`src/rtl/core/assert_macros.svh`:
```
// Assertion macros shared by the sorter core modules.
`ifndef ASSERT_MACROS_SVH
`define ASSERT_MACROS_SVH

// Check a property on every rising clock edge outside reset.
`define SKTS_ASSERT(lbl, prop, msg) \
  lbl: assert property (@(posedge clk_i) disable iff (!rst_ni) (prop)) else $error(msg);

// Check that a condition never holds outside reset.
`define SKTS_ASSERT_NEVER(lbl, cond, msg) \
  lbl: assert property (@(posedge clk_i) disable iff (!rst_ni) !(cond)) else $error(msg);

`endif

```
`src/rtl/core/skts_pkg.sv`:
```
// Types and constants of the stable key/tag sorter.
package skts_pkg;

  localparam int unsigned KEY_IN_W = 32;
  localparam int unsigned TAG_W    = 6;

  typedef struct packed {
    logic [KEY_IN_W-1:0] sort_key;
    logic [TAG_W-1:0]    entry_tag;
    logic                load_last;
  } in_word_t;

  typedef struct packed {
    logic [KEY_IN_W-1:0] sorted_key;
    logic [TAG_W-1:0]    sorted_tag;
    logic                emit_last;
  } out_word_t;

  typedef enum logic {
    ST_LOAD,
    ST_DRAIN
  } state_e;

  typedef struct packed {
    logic insert;
    logic shift;
  } chain_ctrl_t;

endpackage

```
`src/rtl/core/skts_cell.sv`:
```
// One cell of the sorting chain: holds one entry, inserts or shifts toward the head.
module skts_cell #(
  parameter int unsigned KeyW = 32
) (
  input  logic                       clk_i,
  input  logic                       rst_ni,
  input  skts_pkg::chain_ctrl_t      ctrl_i,
  input  logic [KeyW-1:0]            new_key_i,
  input  logic [skts_pkg::TAG_W-1:0] new_tag_i,
  input  logic                       prev_take_i,
  input  logic                       prev_valid_i,
  input  logic [KeyW-1:0]            prev_key_i,
  input  logic [skts_pkg::TAG_W-1:0] prev_tag_i,
  input  logic                       next_valid_i,
  input  logic [KeyW-1:0]            next_key_i,
  input  logic [skts_pkg::TAG_W-1:0] next_tag_i,
  output logic                       take_o,
  output logic                       valid_o,
  output logic [KeyW-1:0]            key_o,
  output logic [skts_pkg::TAG_W-1:0] tag_o
);
  import skts_pkg::*;

  logic             valid_q, valid_d;
  logic [KeyW-1:0]  key_q, key_d;
  logic [TAG_W-1:0] tag_q, tag_d;

  // Strictly less keeps equal keys in load order.
  assign take_o = !valid_q || (new_key_i < key_q);

  always_comb begin
    valid_d = valid_q;
    key_d   = key_q;
    tag_d   = tag_q;
    priority if (ctrl_i.shift) begin
      valid_d = next_valid_i;
      key_d   = next_key_i;
      tag_d   = next_tag_i;
    end else if (ctrl_i.insert && take_o) begin
      if (prev_take_i) begin
        valid_d = prev_valid_i;
        key_d   = prev_key_i;
        tag_d   = prev_tag_i;
      end else begin
        valid_d = 1'b1;
        key_d   = new_key_i;
        tag_d   = new_tag_i;
      end
    end
  end

  always_ff @(posedge clk_i or negedge rst_ni) begin
    if (!rst_ni) begin
      valid_q <= 1'b0;
    end else begin
      valid_q <= valid_d;
    end
  end

  always_ff @(posedge clk_i) begin
    key_q <= key_d;
    tag_q <= tag_d;
  end

  assign valid_o = valid_q;
  assign key_o   = key_q;
  assign tag_o   = tag_q;

endmodule

```
`config.mk`:
```
export PLATFORM = sky130hd
export DESIGN_NAME = skts_cell
export DESIGN_NICKNAME = d
export VERILOG_FILES = /design/src/rtl/core/assert_macros.svh /design/src/rtl/core/skts_pkg.sv /design/src/rtl/core/skts_cell.sv
export SDC_FILE = /design/constraint.sdc
export NUM_CORES = 1
export LEC_CHECK = 0
export BUFFER_PORTS_ARGS = -buffer_cell sky130_fd_sc_hd__buf_4
export CAP_MARGIN = 20
export CELL_PAD_IN_SITES_DETAIL_PLACEMENT = 0
export CELL_PAD_IN_SITES_GLOBAL_PLACEMENT = 1
export CORE_ASPECT_RATIO = 1.5
export CORE_MARGIN = 2
export CORE_UTILIZATION = 34
export CTS_CLUSTER_DIAMETER = 30
export DETAILED_ROUTE_END_ITERATION = 8
export GPL_TIMING_DRIVEN = 1
export HOLD_SLACK_MARGIN = 0.02
export PLACE_DENSITY = 0.91
export SKIP_LAST_GASP = 1
export SYNTH_ARGS = -nofsm -noshare
export SYNTH_HDL_FRONTEND = slang
export SYNTH_SLANG_ARGS = --single-unit
```
`constraint.sdc`:
```
create_clock -name clk_i -period 5.98 [get_ports clk_i]
set_input_delay 0.897 -clock clk_i [delete_from_list [all_inputs] [get_ports clk_i]]
set_output_delay 0.897 -clock clk_i [all_outputs]
set_load 0.1 [all_outputs]
```
Word level (Yosys, flattened, before mapping) --
Cells that the tools add are included.
Word-level totals: word-level logic and storage cells 17, bits of input ports 121, output and inout port bits 40, register bits after elaboration 39
Cells by class: muxes and demuxes 9, reduce and logical (&&, ||, !) cells 4, $lt $le $gt $ge 1
Operator list (number):
- 32-bit 2-to-1 mux | 3
- 32-bit < comparator | 1
- 6-bit 2-to-1 mux | 3
- 1-bit 2-to-1 mux | 3
- 2-bit nonzero test | 1
- 1-bit logical AND | 1
- 1-bit zero test | 1
- 1-bit logical OR | 1

Longest topological paths before layout --
word-level depth 5, mapped depth 8, mapped depth without buffers 8

Least setup slack after synthesis --
OpenSTA, ideal clock, no wires.
kind reg2out, start register key_q[2] (netlist: key_o[2]), end output port take_o, path buffers 0, arrival 4294 ps, slack 789 ps, cell stages (with the launch flop) 9, required time 5083 ps, cell sequence edfxtp_1 inv_1 ha_1 a211o_1 a31oi_1 o311a_1 o41ai_2 and3_2 o21ai_0
On the way: word-level cells in the longest chain between the ends 2
RTL lines:
- from (decl) | line skts_cell.sv:25 | logic [KeyW-1:0] key_q, key_d;
- from (signal assigned) | line skts_cell.sv:61 | key_q <= key_d;
- 32-bit < comparator | line skts_cell.sv:29 | assign take_o = !valid_q || (new_key_i < key_q);
- 1-bit logical OR | line skts_cell.sv:29
- to (decl) | line skts_cell.sv:17 | output logic take_o,
No other way between the ends.

Worst setup path after layout --
start input port new_key_i[2], end output port take_o
On the way: word-level cells in the longest chain between the ends 2
RTL lines:
- from (decl) | line skts_cell.sv:8 | input logic [KeyW-1:0] new_key_i,
- 32-bit < comparator | line skts_cell.sv:29
- 1-bit logical OR | line skts_cell.sv:29
No other way between the ends.

==> impl_metrics.toml <==
[pwr]
netSwitchingFraction_pct = 42.94
pwr-share-seq_pct = 31.9
p_per_area_nw_per_um2 = 270.0
power_frac_comb_pct = 45.6
p_switching_uw = 485.8
intPower_uw = 645.5
clkPwrFrac_pct = 22.4
p_leak_nw = 2.126
vdd_drop_max_mv = 0.1376

[worst_setup_path]
r2r_start = "key_o[2]$_DFFE_PP_"
worst_setup_path_start_kind = "input port"
arrival_ns = 2.85
cp-end-kind = "output pin"
crit_start = "new_key_i[2]"
critical_path_class = "in -> out"
required_ns = 5.08
critPathMaxFanout = 2
regToRegSetupSlack_ns = 3.05

[routing]
drt_iter0_drc = 25
routedWlPerCell_um = 13.88
drt_wl_total_mm = 7.550
drtPass1Iterations = 4
antenna_left = 0
vias = 2606
via_per_inst = 4.790
remaining_drc_errors = 0

[global_route]
grt-ovfl-total = 0
grt_max_degree = 81
grt_pass1_wl_mm = 11.91
antenna_found_initial = 0
grtUsageTotal_pct = 16.66
grt_pass1_vias = 2633

[outcome]
status = "finished, final reports clean"

[place]
dpl-instance-area_um2 = 4054
dp_hpwl_mm = 5.889
dp.cells = 536
gp_congestion = 0.7740
port_buffers = 160

[cells_and_area]
antennaDiodeCount = 0
stdcell_count = 544
multi_input_area_um2 = 1424
drive_gt1_share_pct = 38.50
mostFrequentLayoutCells = "buf_4 (160), nand2_1 (48), o21ai_0 (43)"
mostFrequentLayoutCell = "buf_4"
nNetsFinal = 590
fin_area_um2 = 4190
syn_to_final_growth_pct = 50.04
final-seq-area_um2 = 1166
num-fill-cells = 758

[synthesis]
synth_xor_xnor_area_share_pct = 0
ys_seq_area_share_pct = 41.76
yosys.area_share.simple_pct = 9.722
synth-compound-area-share_pct = 13.71
synth.area.mux_share_pct = 13.62
synth_top_family_by_area = "adder cells"
ys_types = 28
synth-seq-cells = 39
syn_inst = 285
syn_area_um2 = 2793
yosysWarnings = 0
synth_area_per_cell_um2 = 9.799
yosys.area_share.adder_pct = 13.89
synthesis.nets = 437

[cts]
cts_tree = "yes"
cts-root-buf = "clkbuf_16"
clk_latency_ns = 0.28
cts_resized = 0
clock_sinks = 39
numCtsBuffers = 5
postCtsHoldBufs = 0
htreeDepth = 2
postCtsSetupBuffers = 0
clk_pin_slew_ns = 0.06
clockBufferDepth = 2

[die]
initial_core_util_pct = 34.87
core_um2 = 8008
die_area_um2 = 8970
die_width_um = 78
ioPinCount = 161
placementRows = 40
dieHeight_um = 115.0

[sta]
fmax_mhz = 267.1
tns_ns = 0
layout_min_cycle_time_ns = 3.744
skew_ns = 0.005634
min_period_over_period_pct = 62.61
setup_viol = 0
whs_ns = 0.3851
slew_headroom_pct = 41.41
finalHoldViolations = 0
rsz0062_at_grt = "no"
worst_slew_pin_slew_ns = 0.8788
drv_slew = 0

[min_path]
hold_class = "in -> async"

[flow_run]
maxCapViolCount = 0
## power groups by stage
| stage | Combinational, mW | Clock (mW) | Sequential (mW) |
|---|---|---|---|
| floorplan | 0.128 | 0 | 0.611 |
| global placement | 0.515 | 0 | 0.365 |
| detailed placement | 0.521 | 0 | 0.367 |
| CTS | 0.522 | 0.264 | 0.361 |
| global route | 0.550 | 0.271 | 0.366 |
| finish | 0.516 | 0.254 | 0.361 |
## registers in the layout, summed over array words and instances, names as in the netlist
register / count
tag_o: 6
key_o: 32
valid_o: 1
## area by class of cell
cell class	instances	area share, %
Tap cell	105	3.135
Timing Repair Buffer	160	28.67
Inverter	35	3.135
Clock buffer	6	3.076
Sequential cell	39	27.83
Multi-Input combinational cell	197	33.98
Clock inverter	2	0.1792
## synthesized netlist by cell type (all sizes together)
cell / n / share of area [%]
nand2: 48 / 6.5
o21ai: 43 / 7.7
edfxtp: 38 / 41
mux2i: 38 / 14
inv: 35 / 4.7
ha: 31 / 14
a21oi: 12 / 2.2
clkbuf: 8 / 1.1
buf: 6 / 1.5
nand4: 4 / 0.90
a211o: 3 / 0.94
nor2: 3 / 0.40
nand3: 2 / 0.36
a211oi: 1 / 0.27
a21o: 1 / 0.27
a221oi: 1 / 0.31
a311oi: 1 / 0.31
a31oi: 1 / 0.22
and3: 1 / 0.27
and4: 1 / 0.31
dfrtp: 1 / 0.90
nor4: 1 / 0.76
o211ai: 1 / 0.27
o311a: 1 / 0.36
o311ai: 1 / 0.31
o41ai: 1 / 0.58
or2b: 1 / 0.27
## worst max-delay path: stages
cell     delay [ns]
buf_4          0.11
ha_1           0.30
a211o_1        0.29
a31oi_1        0.20
o311a_1        0.19
o41ai_2        0.09
and3_2         0.23
o21ai_0        0.20
buf_4          0.34
## through the flow
| stage | setup slack (ns) | util, % | power (mW) |
|---|---|---|---|
| final | 2.236 | 52.33 | 1.131 |
| after CTS | 2.212 | 52.33 | 1.147 |
| after global placement | 2.306 | 50.63 | 0.8800 |
| after detailed placement | 2.225 | 50.63 | 0.8878 |
| after global routing | 2.159 | 52.33 | 1.187 |
| after floorplan | 0.7893 | - | 0.7394 |
## metal layers
metal	global-route usage [%]	vias up	part of all wire, %
met2	31.32	97	54
met4	5.614	0	1.9
li1	-	1324	-
met3	3.925	12	6.5
met5	0	-	0
met1	18.23	1173	37
## path summary, 6_finish.rpt
path | end | cells after the start
setup / recovery | take_o | 9
hold / removal | valid_o$_DFFE_PN0P_ | 1
setup reg to reg | key_o[1]$_DFFE_PP_ | 8
hold reg to reg | valid_o$_DFFE_PN0P_ | 2
max in group asynchronous | valid_o$_DFFE_PN0P_ | 1
min in group clk_i | valid_o$_DFFE_PN0P_ | 2
## cell families (layout without fill, tap and decap cells)
family	count (synthesis)	in the layout
AO/OA/AOI/OAI	67	67
AND/OR/NAND/NOR	61	61
buffers and inverters	49	203
flip-flops	39	39
multiplexers	38	38
adder cells (fa/ha/maj)	31	31
No activity file was read; power rests on OpenSTA's default activity.
