[config.mk]
export PLATFORM = sky130hd
export DESIGN_NAME = skts_ctrl
export DESIGN_NICKNAME = d
export VERILOG_FILES = /design/src/rtl/core/skts_pkg.sv /design/src/rtl/core/skts_ctrl.sv
export VERILOG_INCLUDE_DIRS = /design/src /design/src/rtl/core
export SDC_FILE = /design/constraint.sdc
export NUM_CORES = 1
export LEC_CHECK = 0
export BUFFER_PORTS_ARGS = -buffer_cell sky130_fd_sc_hd__buf_2
export CORE_AREA = 2 2 39 41
export CTS_CLUSTER_SIZE = 20
export DETAILED_ROUTE_END_ITERATION = 10
export DIE_AREA = 0 0 41 43
export GPL_TIMING_DRIVEN = 0
export HOLD_SLACK_MARGIN = 0.06
export SYNTH_ARGS = -nofsm -noshare
export SYNTH_HDL_FRONTEND = slang
export SYNTH_SLANG_ARGS = --single-unit
[constraint.sdc]
create_clock -name clk_i -period 3.7 [get_ports clk_i]
set_clock_uncertainty 0.05 [all_clocks]
set_input_delay 0 -clock clk_i [delete_from_list [all_inputs] [get_ports clk_i]]
set_output_delay 0 -clock clk_i [all_outputs]
set_load 0.02 [all_outputs]
[src/rtl/core/assert_macros.svh]
// Assertion macros shared by the sorter core modules.
`ifndef ASSERT_MACROS_SVH
`define ASSERT_MACROS_SVH

// Check a property on every rising clock edge outside reset.
`define SKTS_ASSERT(lbl, prop, msg) \
  lbl: assert property (@(posedge clk_i) disable iff (!rst_ni) (prop)) else $error(msg);

// Check that a condition never holds outside reset.
`define SKTS_ASSERT_NEVER(lbl, cond, msg) \
  lbl: assert property (@(posedge clk_i) disable iff (!rst_ni) !(cond)) else $error(msg);

`endif

[src/rtl/core/skts_pkg.sv]
// Types and constants of the stable key/tag sorter.
package skts_pkg;

  localparam int unsigned KEY_IN_W = 32;
  localparam int unsigned TAG_W    = 6;

  typedef struct packed {
    logic [KEY_IN_W-1:0] sort_key;
    logic [TAG_W-1:0]    entry_tag;
    logic                load_last;
  } in_word_t;

  typedef struct packed {
    logic [KEY_IN_W-1:0] sorted_key;
    logic [TAG_W-1:0]    sorted_tag;
    logic                emit_last;
  } out_word_t;

  typedef enum logic {
    ST_LOAD,
    ST_DRAIN
  } state_e;

  typedef struct packed {
    logic insert;
    logic shift;
  } chain_ctrl_t;

endpackage

[src/rtl/core/skts_ctrl.sv]
// Load/drain sequencer and fill counter of the sorter.
`include "assert_macros.svh"

module skts_ctrl #(
  parameter int unsigned SetSize = 64
) (
  input  logic                  clk_i,
  input  logic                  rst_ni,
  input  logic                  in_valid_i,
  input  logic                  load_last_i,
  input  logic                  out_ready_i,
  input  logic                  head_valid_i,
  input  logic                  second_valid_i,
  output logic                  in_ready_o,
  output logic                  out_valid_o,
  output logic                  out_last_o,
  output skts_pkg::chain_ctrl_t ctrl_o
);
  import skts_pkg::*;

  localparam int unsigned CntW = $clog2(SetSize);

  state_e          state_q, state_d;
  logic [CntW-1:0] count_q, count_d;
  logic            set_done;

  assign set_done = load_last_i || (count_q == CntW'(SetSize - 1));

  always_comb begin
    in_ready_o    = 1'b0;
    out_valid_o   = 1'b0;
    out_last_o    = 1'b0;
    unique case (state_q)
      ST_LOAD: begin
        in_ready_o = 1'b1;
      end
      ST_DRAIN: begin
        out_valid_o = head_valid_i;
        out_last_o  = !second_valid_i;
      end
      default: begin
        in_ready_o = 1'b0;
      end
    endcase
    ctrl_o.insert = in_valid_i && in_ready_o;
    ctrl_o.shift  = out_valid_o && out_ready_i;
  end

  always_comb begin
    state_d = state_q;
    count_d = count_q;
    unique case (state_q)
      ST_LOAD: begin
        if (ctrl_o.insert) begin
          if (set_done) begin
            state_d = ST_DRAIN;
            count_d = '0;
          end else begin
            count_d = count_q + CntW'(1);
          end
        end
      end
      ST_DRAIN: begin
        if (ctrl_o.shift && out_last_o) begin
          state_d = ST_LOAD;
        end
      end
      default: begin
        state_d = ST_LOAD;
      end
    endcase
  end

  always_ff @(posedge clk_i or negedge rst_ni) begin
    if (!rst_ni) begin
      state_q <= ST_LOAD;
      count_q <= '0;
    end else begin
      state_q <= state_d;
      count_q <= count_d;
    end
  end

  `SKTS_ASSERT_NEVER(a_no_load_while_drain, in_ready_o && out_valid_o, "load and drain overlap")
  `SKTS_ASSERT(a_last_starts_drain, ctrl_o.insert && load_last_i |=> out_valid_o, "no drain after last")
  `SKTS_ASSERT(a_drain_ends_in_load, ctrl_o.shift && out_last_o |=> in_ready_o, "no reload after last word")

endmodule

Word level (Yosys, flattened, before mapping)
Index checks and enable logic that the tools add are counted.
{"block": "word_totals", "register_bits": 7, "in_bits": 7, "word_cells": 19, "out_inout_bits": 5}
{"block": "op_classes", "bitwise_logic": 1, "n_eq_ne": 1, "mux": 8, "reduce_logical": 6, "addsub": 1}
{"operator": "$add 6x1->6 const B", "n": 1}
{"operator": "$eq 6x6->1 const B", "n": 1}
{"operator": "$mux 1", "n": 6}
{"operator": "$mux 6", "n": 1}
{"operator": "$logic_and 1x1->1", "n": 3}
{"operator": "$pmux 1 s2", "n": 1}
{"operator": "$reduce_and 2->1", "n": 1}
{"operator": "$logic_not 1->1", "n": 1}
{"operator": "$logic_or 1x1->1", "n": 1}
{"operator": "$not 1->1", "n": 1}

Depth between registers and ports, before layout
Gate-level depths: netlist of the first run.
{"block": "depth", "depth_word": 5, "ltp_mapped": 4, "depth_no_buf": 4}

Least setup slack after synthesis of the first run
No wires, ideal clock.
{"block": "synth_path", "path_kind": "reg2reg", "start": "register count_q[0]", "end": "register state_q", "t_arrival_ps": 1025, "setup_ps": 122, "n_path_buf": 0, "stages_incl_launch_ff": 4, "period_less_slack_ps": 1197, "setup_slack_ps": 2503, "required_time_ps": 3528, "path_cell_list": "dfrtp_1 -> ha_1 -> a31o_4 -> o2bb2ai_2"}
{"block": "synth_via", "elab_chain_len": 5}
{"element": "start, declared", "line": "skts_ctrl.sv:24", "rtl": "logic [CntW-1:0] count_q, count_d;"}
{"element": "start signal, assigned", "line": "skts_ctrl.sv:80", "rtl": "count_q <= count_d;"}
{"element": "$eq 6x6->1", "line": "skts_ctrl.sv:27", "rtl": "assign set_done = load_last_i || (count_q == CntW'(SetSize - 1));"}
{"element": "$logic_or 1x1->1", "line": "skts_ctrl.sv:27"}
{"element": "$mux 1", "line": "skts_ctrl.sv:55", "rtl": "if (set_done) begin"}
{"element": "$mux 1", "line": "skts_ctrl.sv:54", "rtl": "if (ctrl_o.insert) begin"}
{"element": "$pmux 1 s2", "line": "skts_ctrl.sv:52", "rtl": "unique case (state_q)"}
{"element": "named net state_d", "line": "skts_ctrl.sv:23", "rtl": "state_e state_q, state_d;"}
{"element": "end signal, assigned", "line": "skts_ctrl.sv:79", "rtl": "state_q <= state_d;"}
{"element": "end, declared", "line": "skts_ctrl.sv:23"}
The timed path passes the listed nets, and every way through them passes these cells.
A chain may end at the register's enable or synchronous reset.

Worst setup path in the final report of the first run
{"block": "layout_path", "start": "input port second_valid_i", "end": "register state_q"}
{"block": "layout_via", "elab_chain_len": 5}
{"element": "start, declared", "line": "skts_ctrl.sv:13", "rtl": "input logic second_valid_i,"}
{"element": "$logic_not 1->1", "line": "skts_ctrl.sv:39", "rtl": "out_last_o = !second_valid_i;"}
{"element": "$mux 1", "line": "skts_ctrl.sv:33", "rtl": "unique case (state_q)"}
{"element": "$logic_and 1x1->1", "line": "skts_ctrl.sv:64", "rtl": "if (ctrl_o.shift && out_last_o) begin"}
{"element": "$mux 1", "line": "skts_ctrl.sv:64"}
{"element": "$pmux 1 s2", "line": "skts_ctrl.sv:52"}
{"element": "named net state_d", "line": "skts_ctrl.sv:23"}
The timed path passes the listed nets, and every way through them passes these cells.

==> flow_metrics.tcl, run 1 <==
set metrics [dict create \
    synth_sequential_area_ratio_pct 39.44 \
    cp_slowest_stage_delay_ps 580 \
    synthesis.yosys.warnings 0 \
    floorplan.initialDensity_pct 32.10 \
    cts_inserted_buffers 3 \
    crit_arrival_ps 1390 \
    hpwlAfterDp_um 693.4 \
    power.static_leakage_nw 0.2870 \
    clk_pin_slew_ps 50 \
    tritoncts "yes" \
    io_pins 12 \
    largest_net_degree_at_the_start_of_global_routing 8 \
    power.total_mw 0.3028 \
    cp_cell_sequence "dlygate4sd3_1 -> buf_2 -> nor2_1 -> dlygate4sd3_1 -> o2bb2ai_2" \
    antenna-diode-count 0 \
    place.gp.congestion 0.7582 \
    clockBufferDepth 2 \
    cts.htree.levels 1 \
    number_of_antenna_violations_at_the_first_check_in_global_routing 0 \
    yosysUniqueCellTypes 23 \
    slew_headroom_pct 82.92 \
    timing.setup.critical_path_class "in -> reg" \
    power_per_cell_area_nw_per_um2 517.2 \
    drt_first_pass_iters 4 \
    max_cap_viol_count 0 \
    vias 413 \
    finalCritPeriodShare_pct 35.12 \
    post_synth.cell_area_avg_sq_um 9.656 \
    routed_wl_um 944 \
    fp-row-count 14 \
    io_buffer_count 11 \
    remaining_drc_errors 0 \
    non_filler_cells_final 81 \
    root_buf_cell "sky130_fd_sc_hd__clkbuf_4" \
    postSynthCellCount 46 \
    synth_area_sq_um 444.2 \
    worstHoldPathType "in -> async" \
    run_status "finished clean" \
    syn2layout_area_growth_pct 31.83 \
    post_cts_hold_buffer_count 4 \
    global_route.overflow_total 0 \
    crit_fanout 2 \
    slowest_stage "sky130_fd_sc_hd__dlygate4sd3_1" \
    timing_hold_violations_final 0 \
    floorplan.die_area_sq_um 1763 \
    grt_first_pass_wirelength_um 1538 \
    setup_crit_end_kind "flip-flop" \
    globalRouteTotalUtil_pct 12.94 \
    detailedRoute.firstIterationViolations 9 \
    worst_setup_path_start_kind "primary input" \
    tightestPinTransition_ps 255.0 \
    post_drt_via_cell_ratio 5.099 \
    post_cts.repair.setup_buffers 0 \
    vias_in_the_first_global_route 378 \
    finalSetupViolCount 0 \
    worst_path_most_repeated_cell "sky130_fd_sc_hd__dlygate4sd3_1" \
    vdd_ir_drop_max_mv 0.2201 \
    final.min_clock_period_ps 1300 \
    fraction_of_the_core_area_covered_by_cells_at_the_end_of_the_flow_pct 42.31 \
    slew_viol_final 0 \
    num-nets-final 74 \
    cts_repair_resize_count 0 \
    drt-wirelength-per-cell_um 11.65 \
    die_h_um 43 \
    post-place-cells 73 \
    final_layout_size_suffix_gt1_share_pct 33.85 \
    clock_sink_count 7 \
    clk-insertion-delay-late_ps 240 \
    synthesis.nets 54 \
    max_clock_freq_ghz 0.7695 \
    area.sequential_sq_um 175.2 \
    ant_nets 0 \
    floorplan.die.width_um 41 \
    grt_setup_unrepaired "false" \
    yosys_register_bits 7 \
    setup-tns-final_ps 0 \
    design.core.area_sq_um 1384 \
    multi_input_comb_area_sq_um 261.5 \
    cp_data_required_time_ps 3790 \
    fill_cells 139 \
]
[critical path: cells and delay by family]
kind	cells	cell delay, ps
AOI/OAI and AO/OA	1	60
buffers and inverters	3	1240
and+or+nand+nor	1	90
[synth_stat cells (all sizes together)]
cell type | n | area share (%)
nand2b | 2 | 4.5
nor2 | 3 | 2.5
a31o | 1 | 3.9
inv | 2 | 1.7
a31oi | 1 | 1.4
dfrtp | 7 | 39
o31ai | 2 | 3.4
a211oi | 1 | 1.7
and4b | 1 | 2.3
nand2 | 9 | 7.6
o2bb2ai | 1 | 3.4
a22oi | 1 | 1.7
and2 | 1 | 1.4
ha | 1 | 2.8
mux2i | 1 | 2.3
nor3b | 2 | 4.5
nand3 | 2 | 2.3
o21ai | 6 | 9.3
and3 | 2 | 3.9
[cells in the final DEF (no fill, tap or decap), drive strengths merged, types with 2 or more instances in the layout]
master and count:
and3 2, buf 11, clkbuf 4, dfrtp 7, dlygate4sd3 4, inv 2
nand2 9, nand2b 2, nand3 2, nor2 3, nor3b 2, o21ai 6
o31ai 2
[state kept, by name, summed over array words and instances, names as in the netlist]
register	flops
state_q	1
count_q	6
[layout make-up]
cell class              count  share of cell area (%)
inverters                   2                   1.282
repair buffers             15                   16.24
multi-input cells          37                   44.66
clock buffers               4                   4.487
well taps                  16                   3.419
flip-flops and latches      7                   29.91
[per-layer routing]
metal / vias to the layer above / wire length [um] / track usage, %
li1: 207 / - / -
met1: 201 / 466 / 17.43
met2: 5 / 460 / 17.81
met3: 0 / 18 / 1.571
met4: 0 / 0 / 10.00
met5: - / 0 / 0
[through the flow]
stage / worst slack [ps] / hold WS [ps] / instance area (sq um)
6_report: 2400 / 67.29 / 585.6
5_1_grt: 2304 / 80.46 / 585.6
3_3_place_gp: 2428 / -201.6 / 519.2
2_1_floorplan: 2503 / -345.6 / 444.2
4_1_cts: 2415 / 63.62 / 585.6
3_5_place_dp: 2426 / -203.2 / 519.2
[power by group]
group / internal (mW) / switching, mW
combinational: 0.0470 / 0.0555
clock: 0.0410 / 0.0265
sequential: 0.0982 / 0.0346
total: 0.186 / 0.117
[logic make-up (layout without fill, tap and decap cells)]
| logic type | Yosys count | after routing | synth area share (%) |
|---|---|---|---|
| AOI/OAI and AO/OA | 13 | 13 | 24.79 |
| adders and majority gates | 1 | 1 | 2.816 |
| buffers and inverters | 2 | 21 | 1.691 |
| DFF | 7 | 7 | 39.44 |
| muxes | 1 | 1 | 2.254 |
| and+or+nand+nor | 22 | 22 | 29.02 |
[final timing paths]
kind | start | to | slack, ps | cells after the start
worst max-delay path | second_valid_i | state_q | 2400 | 5
worst min-delay path | rst_ni | state_q | 70 | 2
worst max register to register | count_q[0] | state_q | 2420 | 3
worst min register to register | count_q[5] | count_q[5] | 460 | 1
max in group asynchronous | rst_ni | count_q[2] | 3370 | 2
min in group clk_i | in_valid_i | count_q[1] | 70 | 4
Power figures use the tool's default switching activity.
==> run 2: changes to the inputs <==
==> constraint.sdc (replaced) <==
create_clock -name clk_i -period 1.2 [get_ports clk_i]
set_clock_uncertainty 0.05 [all_clocks]
set_input_delay 0 -clock clk_i [delete_from_list [all_inputs] [get_ports clk_i]]
set_output_delay 0 -clock clk_i [all_outputs]
set_load 0.02 [all_outputs]
==> flow_metrics.tcl, run 2 (synthesis results as in run 1) <==
set metrics [dict create \
    cp_endpoint "state_q" \
    power_per_cell_area_nw_per_um2 1615 \
    num-nets-final 80 \
    io_pins 12 \
    reg_top3 "count_q x6, state_q x1" \
    vias_in_the_first_global_route 380 \
    final_common_cell "sky130_fd_sc_hd__buf_2" \
    crit_fanout 6 \
    floorplan.die.width_um 41 \
    critPathLaunch "count_q[1]" \
    floorplan.initialDensity_pct 32.10 \
    routed_wl_um 1044 \
    post-place-cells 73 \
    syn2layout_area_growth_pct 49.86 \
    cts_inserted_buffers 3 \
    rr_endpoint "state_q" \
    die_h_um 43 \
    antenna-diode-count 0 \
    io_buffer_count 11 \
    run_status "finished clean" \
    power.static_leakage_nw 0.3063 \
    non_filler_cells_final 87 \
    area.sequential_sq_um 180.2 \
    largest_net_degree_at_the_start_of_global_routing 8 \
    hpwlAfterDp_um 693.4 \
    final_layout_size_suffix_gt1_share_pct 49.30 \
    global_route.overflow_total 0 \
    finalCritPeriodShare_pct 97.31 \
    slew_headroom_pct 83.92 \
    fp-row-count 14 \
    critical_register_to_register_path_startpoint "count_q[1]" \
    number_of_antenna_violations_at_the_first_check_in_global_routing 0 \
    max_cap_viol_count 0 \
    cp_data_required_time_ps 1290 \
    design.core.area_sq_um 1384 \
    setup.reg_to_reg.worst_slack_ps 30 \
    tritoncts "yes" \
    pre_cts_slack_ps -73.97 \
    clk-insertion-delay-late_ps 250 \
    clockBufferDepth 2 \
    max_flop_register "count_q" \
    clk_pin_slew_ps 50 \
    reg2regPathDepth 3 \
    clock_sink_count 7 \
    tightestPinTransition_ps 240.2 \
    post_drt_via_cell_ratio 4.920 \
    drt_first_pass_iters 4 \
    grt_first_pass_wirelength_um 1593 \
    cts.htree.levels 1 \
    floorplan.die_area_sq_um 1763 \
    place.gp.congestion 0.7582 \
    final_setup_slack_of_the_worst_path_ps 32.31 \
    drt-wirelength-per-cell_um 12.00 \
    worst_setup_path_start_kind "flip-flop" \
    timing_hold_violations_final 0 \
    fill_cells 134 \
    globalRouteTotalUtil_pct 13.35 \
    fin_worst_hold_slack_ps 67.29 \
    final.min_clock_period_ps 1168 \
    remaining_drc_errors 0 \
    timing.setup.critical_path_class "reg -> reg" \
    most-common-layout-cells "sky130_fd_sc_hd__buf_2, sky130_fd_sc_hd__nand2_1, sky130_fd_sc_hd__buf_4" \
    grt_setup_unrepaired "true" \
    ant_nets 0 \
    detailedRoute.firstIterationViolations 1 \
    finalSetupViolCount 0 \
    slew_viol_final 0 \
    multi_input_comb_area_sq_um 284.0 \
    vias 428 \
    root_buf_cell "sky130_fd_sc_hd__clkbuf_4" \
    max_ffs_per_register 6 \
    crit_arrival_ps 1260 \
    worstHoldPathType "in -> async" \
    setup_crit_end_kind "flip-flop" \
    max_clock_freq_ghz 0.8564 \
    vdd_ir_drop_max_mv 0.7064 \
]
==> run 2: layout make-up <==
| type | instances | share of cell area, % |
|---|---|---|
| Tap cell | 16 | 3.008 |
| Timing Repair Buffer | 21 | 21.80 |
| Multi-Input combinational cell | 37 | 42.67 |
| Sequential cell | 7 | 27.07 |
| Clock buffer | 4 | 3.947 |
| Inverter | 2 | 1.504 |
==> run 2: timing repair <==
item	in CTS	in global routing
setup buffers	0	5
endpoints found under the setup margin	8	5
hold buffers	5	0
hold endpoints to repair	9	0
pin swaps	0	0
resized for setup	5	6
==> run 2: per-layer routing <==
layer | track usage [%] | up-vias | wire length [um]
met5 | 0 | - | 0
met4 | 10.00 | 0 | 25
met3 | 1.571 | 2 | 23
met2 | 17.81 | 7 | 522
met1 | 18.75 | 199 | 473
li1 | - | 220 | -
==> run 2: worst min path at each step <==
stage,start,to,slack (ps),cells after the start
after floorplan,rst_ni,count_q[0],-350,0
after global placement,rst_ni,state_q,-200,1
after detailed placement,rst_ni,state_q,-200,1
after CTS,rst_ni,state_q,70,2
after global routing,rst_ni,state_q,80,2
final,rst_ni,state_q,70,2
==> run 2: report_power, final <==
part | internal, mW | switching [mW]
Clock | 0.127 | 0.0831
Sequential | 0.312 | 0.104
Combinational | 0.234 | 0.216
==> run 2: stage by stage <==
stage	power, mW	cell area [sq um]	util [%]	TNS, ps
6_report	1.075	665.6	48.10	0
5_1_grt	1.162	665.6	48.10	-52.86
4_1_cts	0.9831	611.8	44.21	0
3_5_place_dp	0.7190	519.2	37.52	-352.7
3_3_place_gp	0.7097	519.2	37.52	-300.3
2_1_floorplan	0.6169	444.2	-	0
==> run 2: critical path: stages, from the launching register on <==
cell and delay [ps]:
sky130_fd_sc_hd__dfrtp_2 450, sky130_fd_sc_hd__ha_4 200, sky130_fd_sc_hd__a31o_4 250, sky130_fd_sc_hd__o2bb2ai_2 120
==> run 3: changes to the inputs <==
==> constraint.sdc (replaced) <==
create_clock -name clk_i -period 1.2 [get_ports clk_i]
set_clock_uncertainty 0.05 [all_clocks]
set_input_delay 0.12 -clock clk_i [delete_from_list [all_inputs] [get_ports clk_i]]
set_output_delay 0.12 -clock clk_i [all_outputs]
set_load 0.02 [all_outputs]
==> flow_metrics.tcl, run 3 (synthesis results as in run 1) <==
set metrics [dict create \
    place.gp.congestion 0.7582 \
    largest_net_degree_at_the_start_of_global_routing 8 \
    critPathLaunch "count_q[3]" \
    floorplan.initialDensity_pct 32.10 \
    die_h_um 43 \
    fraction_of_the_core_area_covered_by_cells_at_the_end_of_the_flow_pct 49.01 \
    max_cap_viol_count 0 \
    grtUsageMet1_pct 22.04 \
    power.static_leakage_nw 0.3217 \
    fin_worst_hold_slack_ps 107.7 \
    drt-wirelength-per-cell_um 12.40 \
    syn2layout_area_growth_pct 52.68 \
    floorplan.die_area_sq_um 1763 \
    final_layout_size_suffix_gt1_share_pct 54.17 \
    cp_data_required_time_ps 1290 \
    worstHoldPathType "in -> reg" \
    clk_pin_slew_ps 50 \
    gr-max-usage-layer "met1" \
    cts.htree.levels 1 \
    final_common_cell "sky130_fd_sc_hd__buf_4" \
    clockBufferDepth 2 \
    root_buf_cell "sky130_fd_sc_hd__clkbuf_4" \
    tritoncts "yes" \
    global_route.overflow_total 0 \
    crit_fanout 6 \
    hpwlAfterDp_um 693.4 \
    tightestPinTransition_ps 216.6 \
    non_filler_cells_final 88 \
    finalCritPeriodShare_pct 100.2 \
    run_status "complete, but fails checks" \
    clock_sink_count 7 \
    groute.layer.met2.usage_pct 20.63 \
    drt_first_pass_iters 2 \
    io_buffer_count 11 \
    detailedRoute.firstIterationViolations 5 \
    crit_arrival_ps 1290 \
    max_clock_freq_ghz 0.8315 \
    fp-row-count 14 \
    antenna-diode-count 0 \
    routed_wl_um 1091 \
    area.sequential_sq_um 177.7 \
    worst_hold_startpoint "second_valid_i" \
    cts_inserted_buffers 3 \
    power_per_cell_area_nw_per_um2 1683 \
    fill_cells 135 \
    vias_in_the_first_global_route 400 \
    max_ffs_per_register 6 \
    max_flop_register "count_q" \
    io_pins 12 \
    ant_nets 0 \
    finalSetupViolCount 1 \
    clk-insertion-delay-late_ps 250 \
    setup_crit_end_kind "flip-flop" \
    timing.setup.critical_path_class "reg -> reg" \
    post_drt_via_cell_ratio 5.045 \
    vias 444 \
    number_of_antenna_violations_at_the_first_check_in_global_routing 0 \
    remaining_drc_errors 0 \
    global_route.usage.met3_pct 1.571 \
    setup-tns-final_ps -2.623 \
    floorplan.die.width_um 41 \
    slew_viol_final 0 \
    reg_top3 "count_q x6, state_q x1" \
    slew_headroom_pct 85.56 \
    final_setup_slack_of_the_worst_path_ps -2.623 \
    num-nets-final 81 \
    pre_cts_slack_ps -73.97 \
    worst_setup_path_start_kind "flip-flop" \
    design.core.area_sq_um 1384 \
    vdd_ir_drop_max_mv 0.7964 \
    critical_register_to_register_path_startpoint "count_q[3]" \
    final.min_clock_period_ps 1203 \
    grt_setup_unrepaired "true" \
    multi_input_comb_area_sq_um 295.3 \
    globalRouteTotalUtil_pct 15.27 \
    most-common-layout-cells "sky130_fd_sc_hd__buf_4, sky130_fd_sc_hd__nand2_1, sky130_fd_sc_hd__buf_2" \
    grt_first_pass_wirelength_um 1794 \
    failed_checks "setup timing" \
    timing_hold_violations_final 0 \
    post-place-cells 73 \
]
==> run 3: cell count changes in the layout (fill, tap and decap cells not counted), moves of 2 or more <==
| cell | before | now |
|---|---|---|
| sky130_fd_sc_hd__dfrtp_2 | 4 | 2 |
| sky130_fd_sc_hd__dfrtp_1 | 3 | 5 |
| sky130_fd_sc_hd__buf_4 | 6 | 11 |
| sky130_fd_sc_hd__dlygate4sd3_1 | 5 | 1 |
==> run 3: what timing repair did <==
action,4_1_cts,5_1_grt
setup buffers,6,4
hold buffers,1,0
hold endpoints to repair,7,0
pin swaps,1,3
gates resized for setup,11,3
endpoints found under the setup margin,9,9
==> run 3: critical path, stage by stage, from the launching register on <==
cell and delay, ps:
sky130_fd_sc_hd__dfrtp_1 450, sky130_fd_sc_hd__and3_4 210, sky130_fd_sc_hd__a31o_4 270, sky130_fd_sc_hd__o2bb2ai_2 120
==> run 3: area by class of cell <==
| cell class | count | share of cell area [%] |
|---|---|---|
| multi-input combinational | 37 | 43.54 |
| inverter | 2 | 1.476 |
| sequential | 7 | 26.20 |
| timing repair buffer | 22 | 21.96 |
| tap | 16 | 2.952 |
| clock buffer | 4 | 3.875 |
==> run 3: layer usage <==
layer  vias to the layer above  share of wire [%]  routed length (um)
met1                       215                 48                 523
met5                         -                  0                   0
li1                        220                  -                   -
met2                         7                 49                 533
met3                         2                1.6                  18
met4                         0                1.4                  15
==> run 3: final timing paths <==
kind	slack, ps	depth (start not counted)	end
worst max-delay path	-3	3	state_q
worst min-delay path	110	3	state_q
worst max register to register	-3	3	state_q
worst min register to register	480	1	count_q[5]
max in group asynchronous	740	2	count_q[1]
min in group asynchronous	190	2	state_q
==> run 3: through the flow <==
step                      instance area [sq um]  total power [mW]
after floorplan                           444.2            0.6169
after global placement                    519.2            0.7097
after detailed placement                  519.2            0.7190
after CTS                                 640.6             1.084
after global routing                      678.2             1.230
final                                     678.2             1.142
==> run 3: power breakdown <==
group          switching [mW]  internal [mW]  leakage [nW]
combinational           0.236          0.281         0.223
clock                  0.0829          0.127        0.0150
sequential              0.107          0.308        0.0839
total                   0.425          0.716         0.322
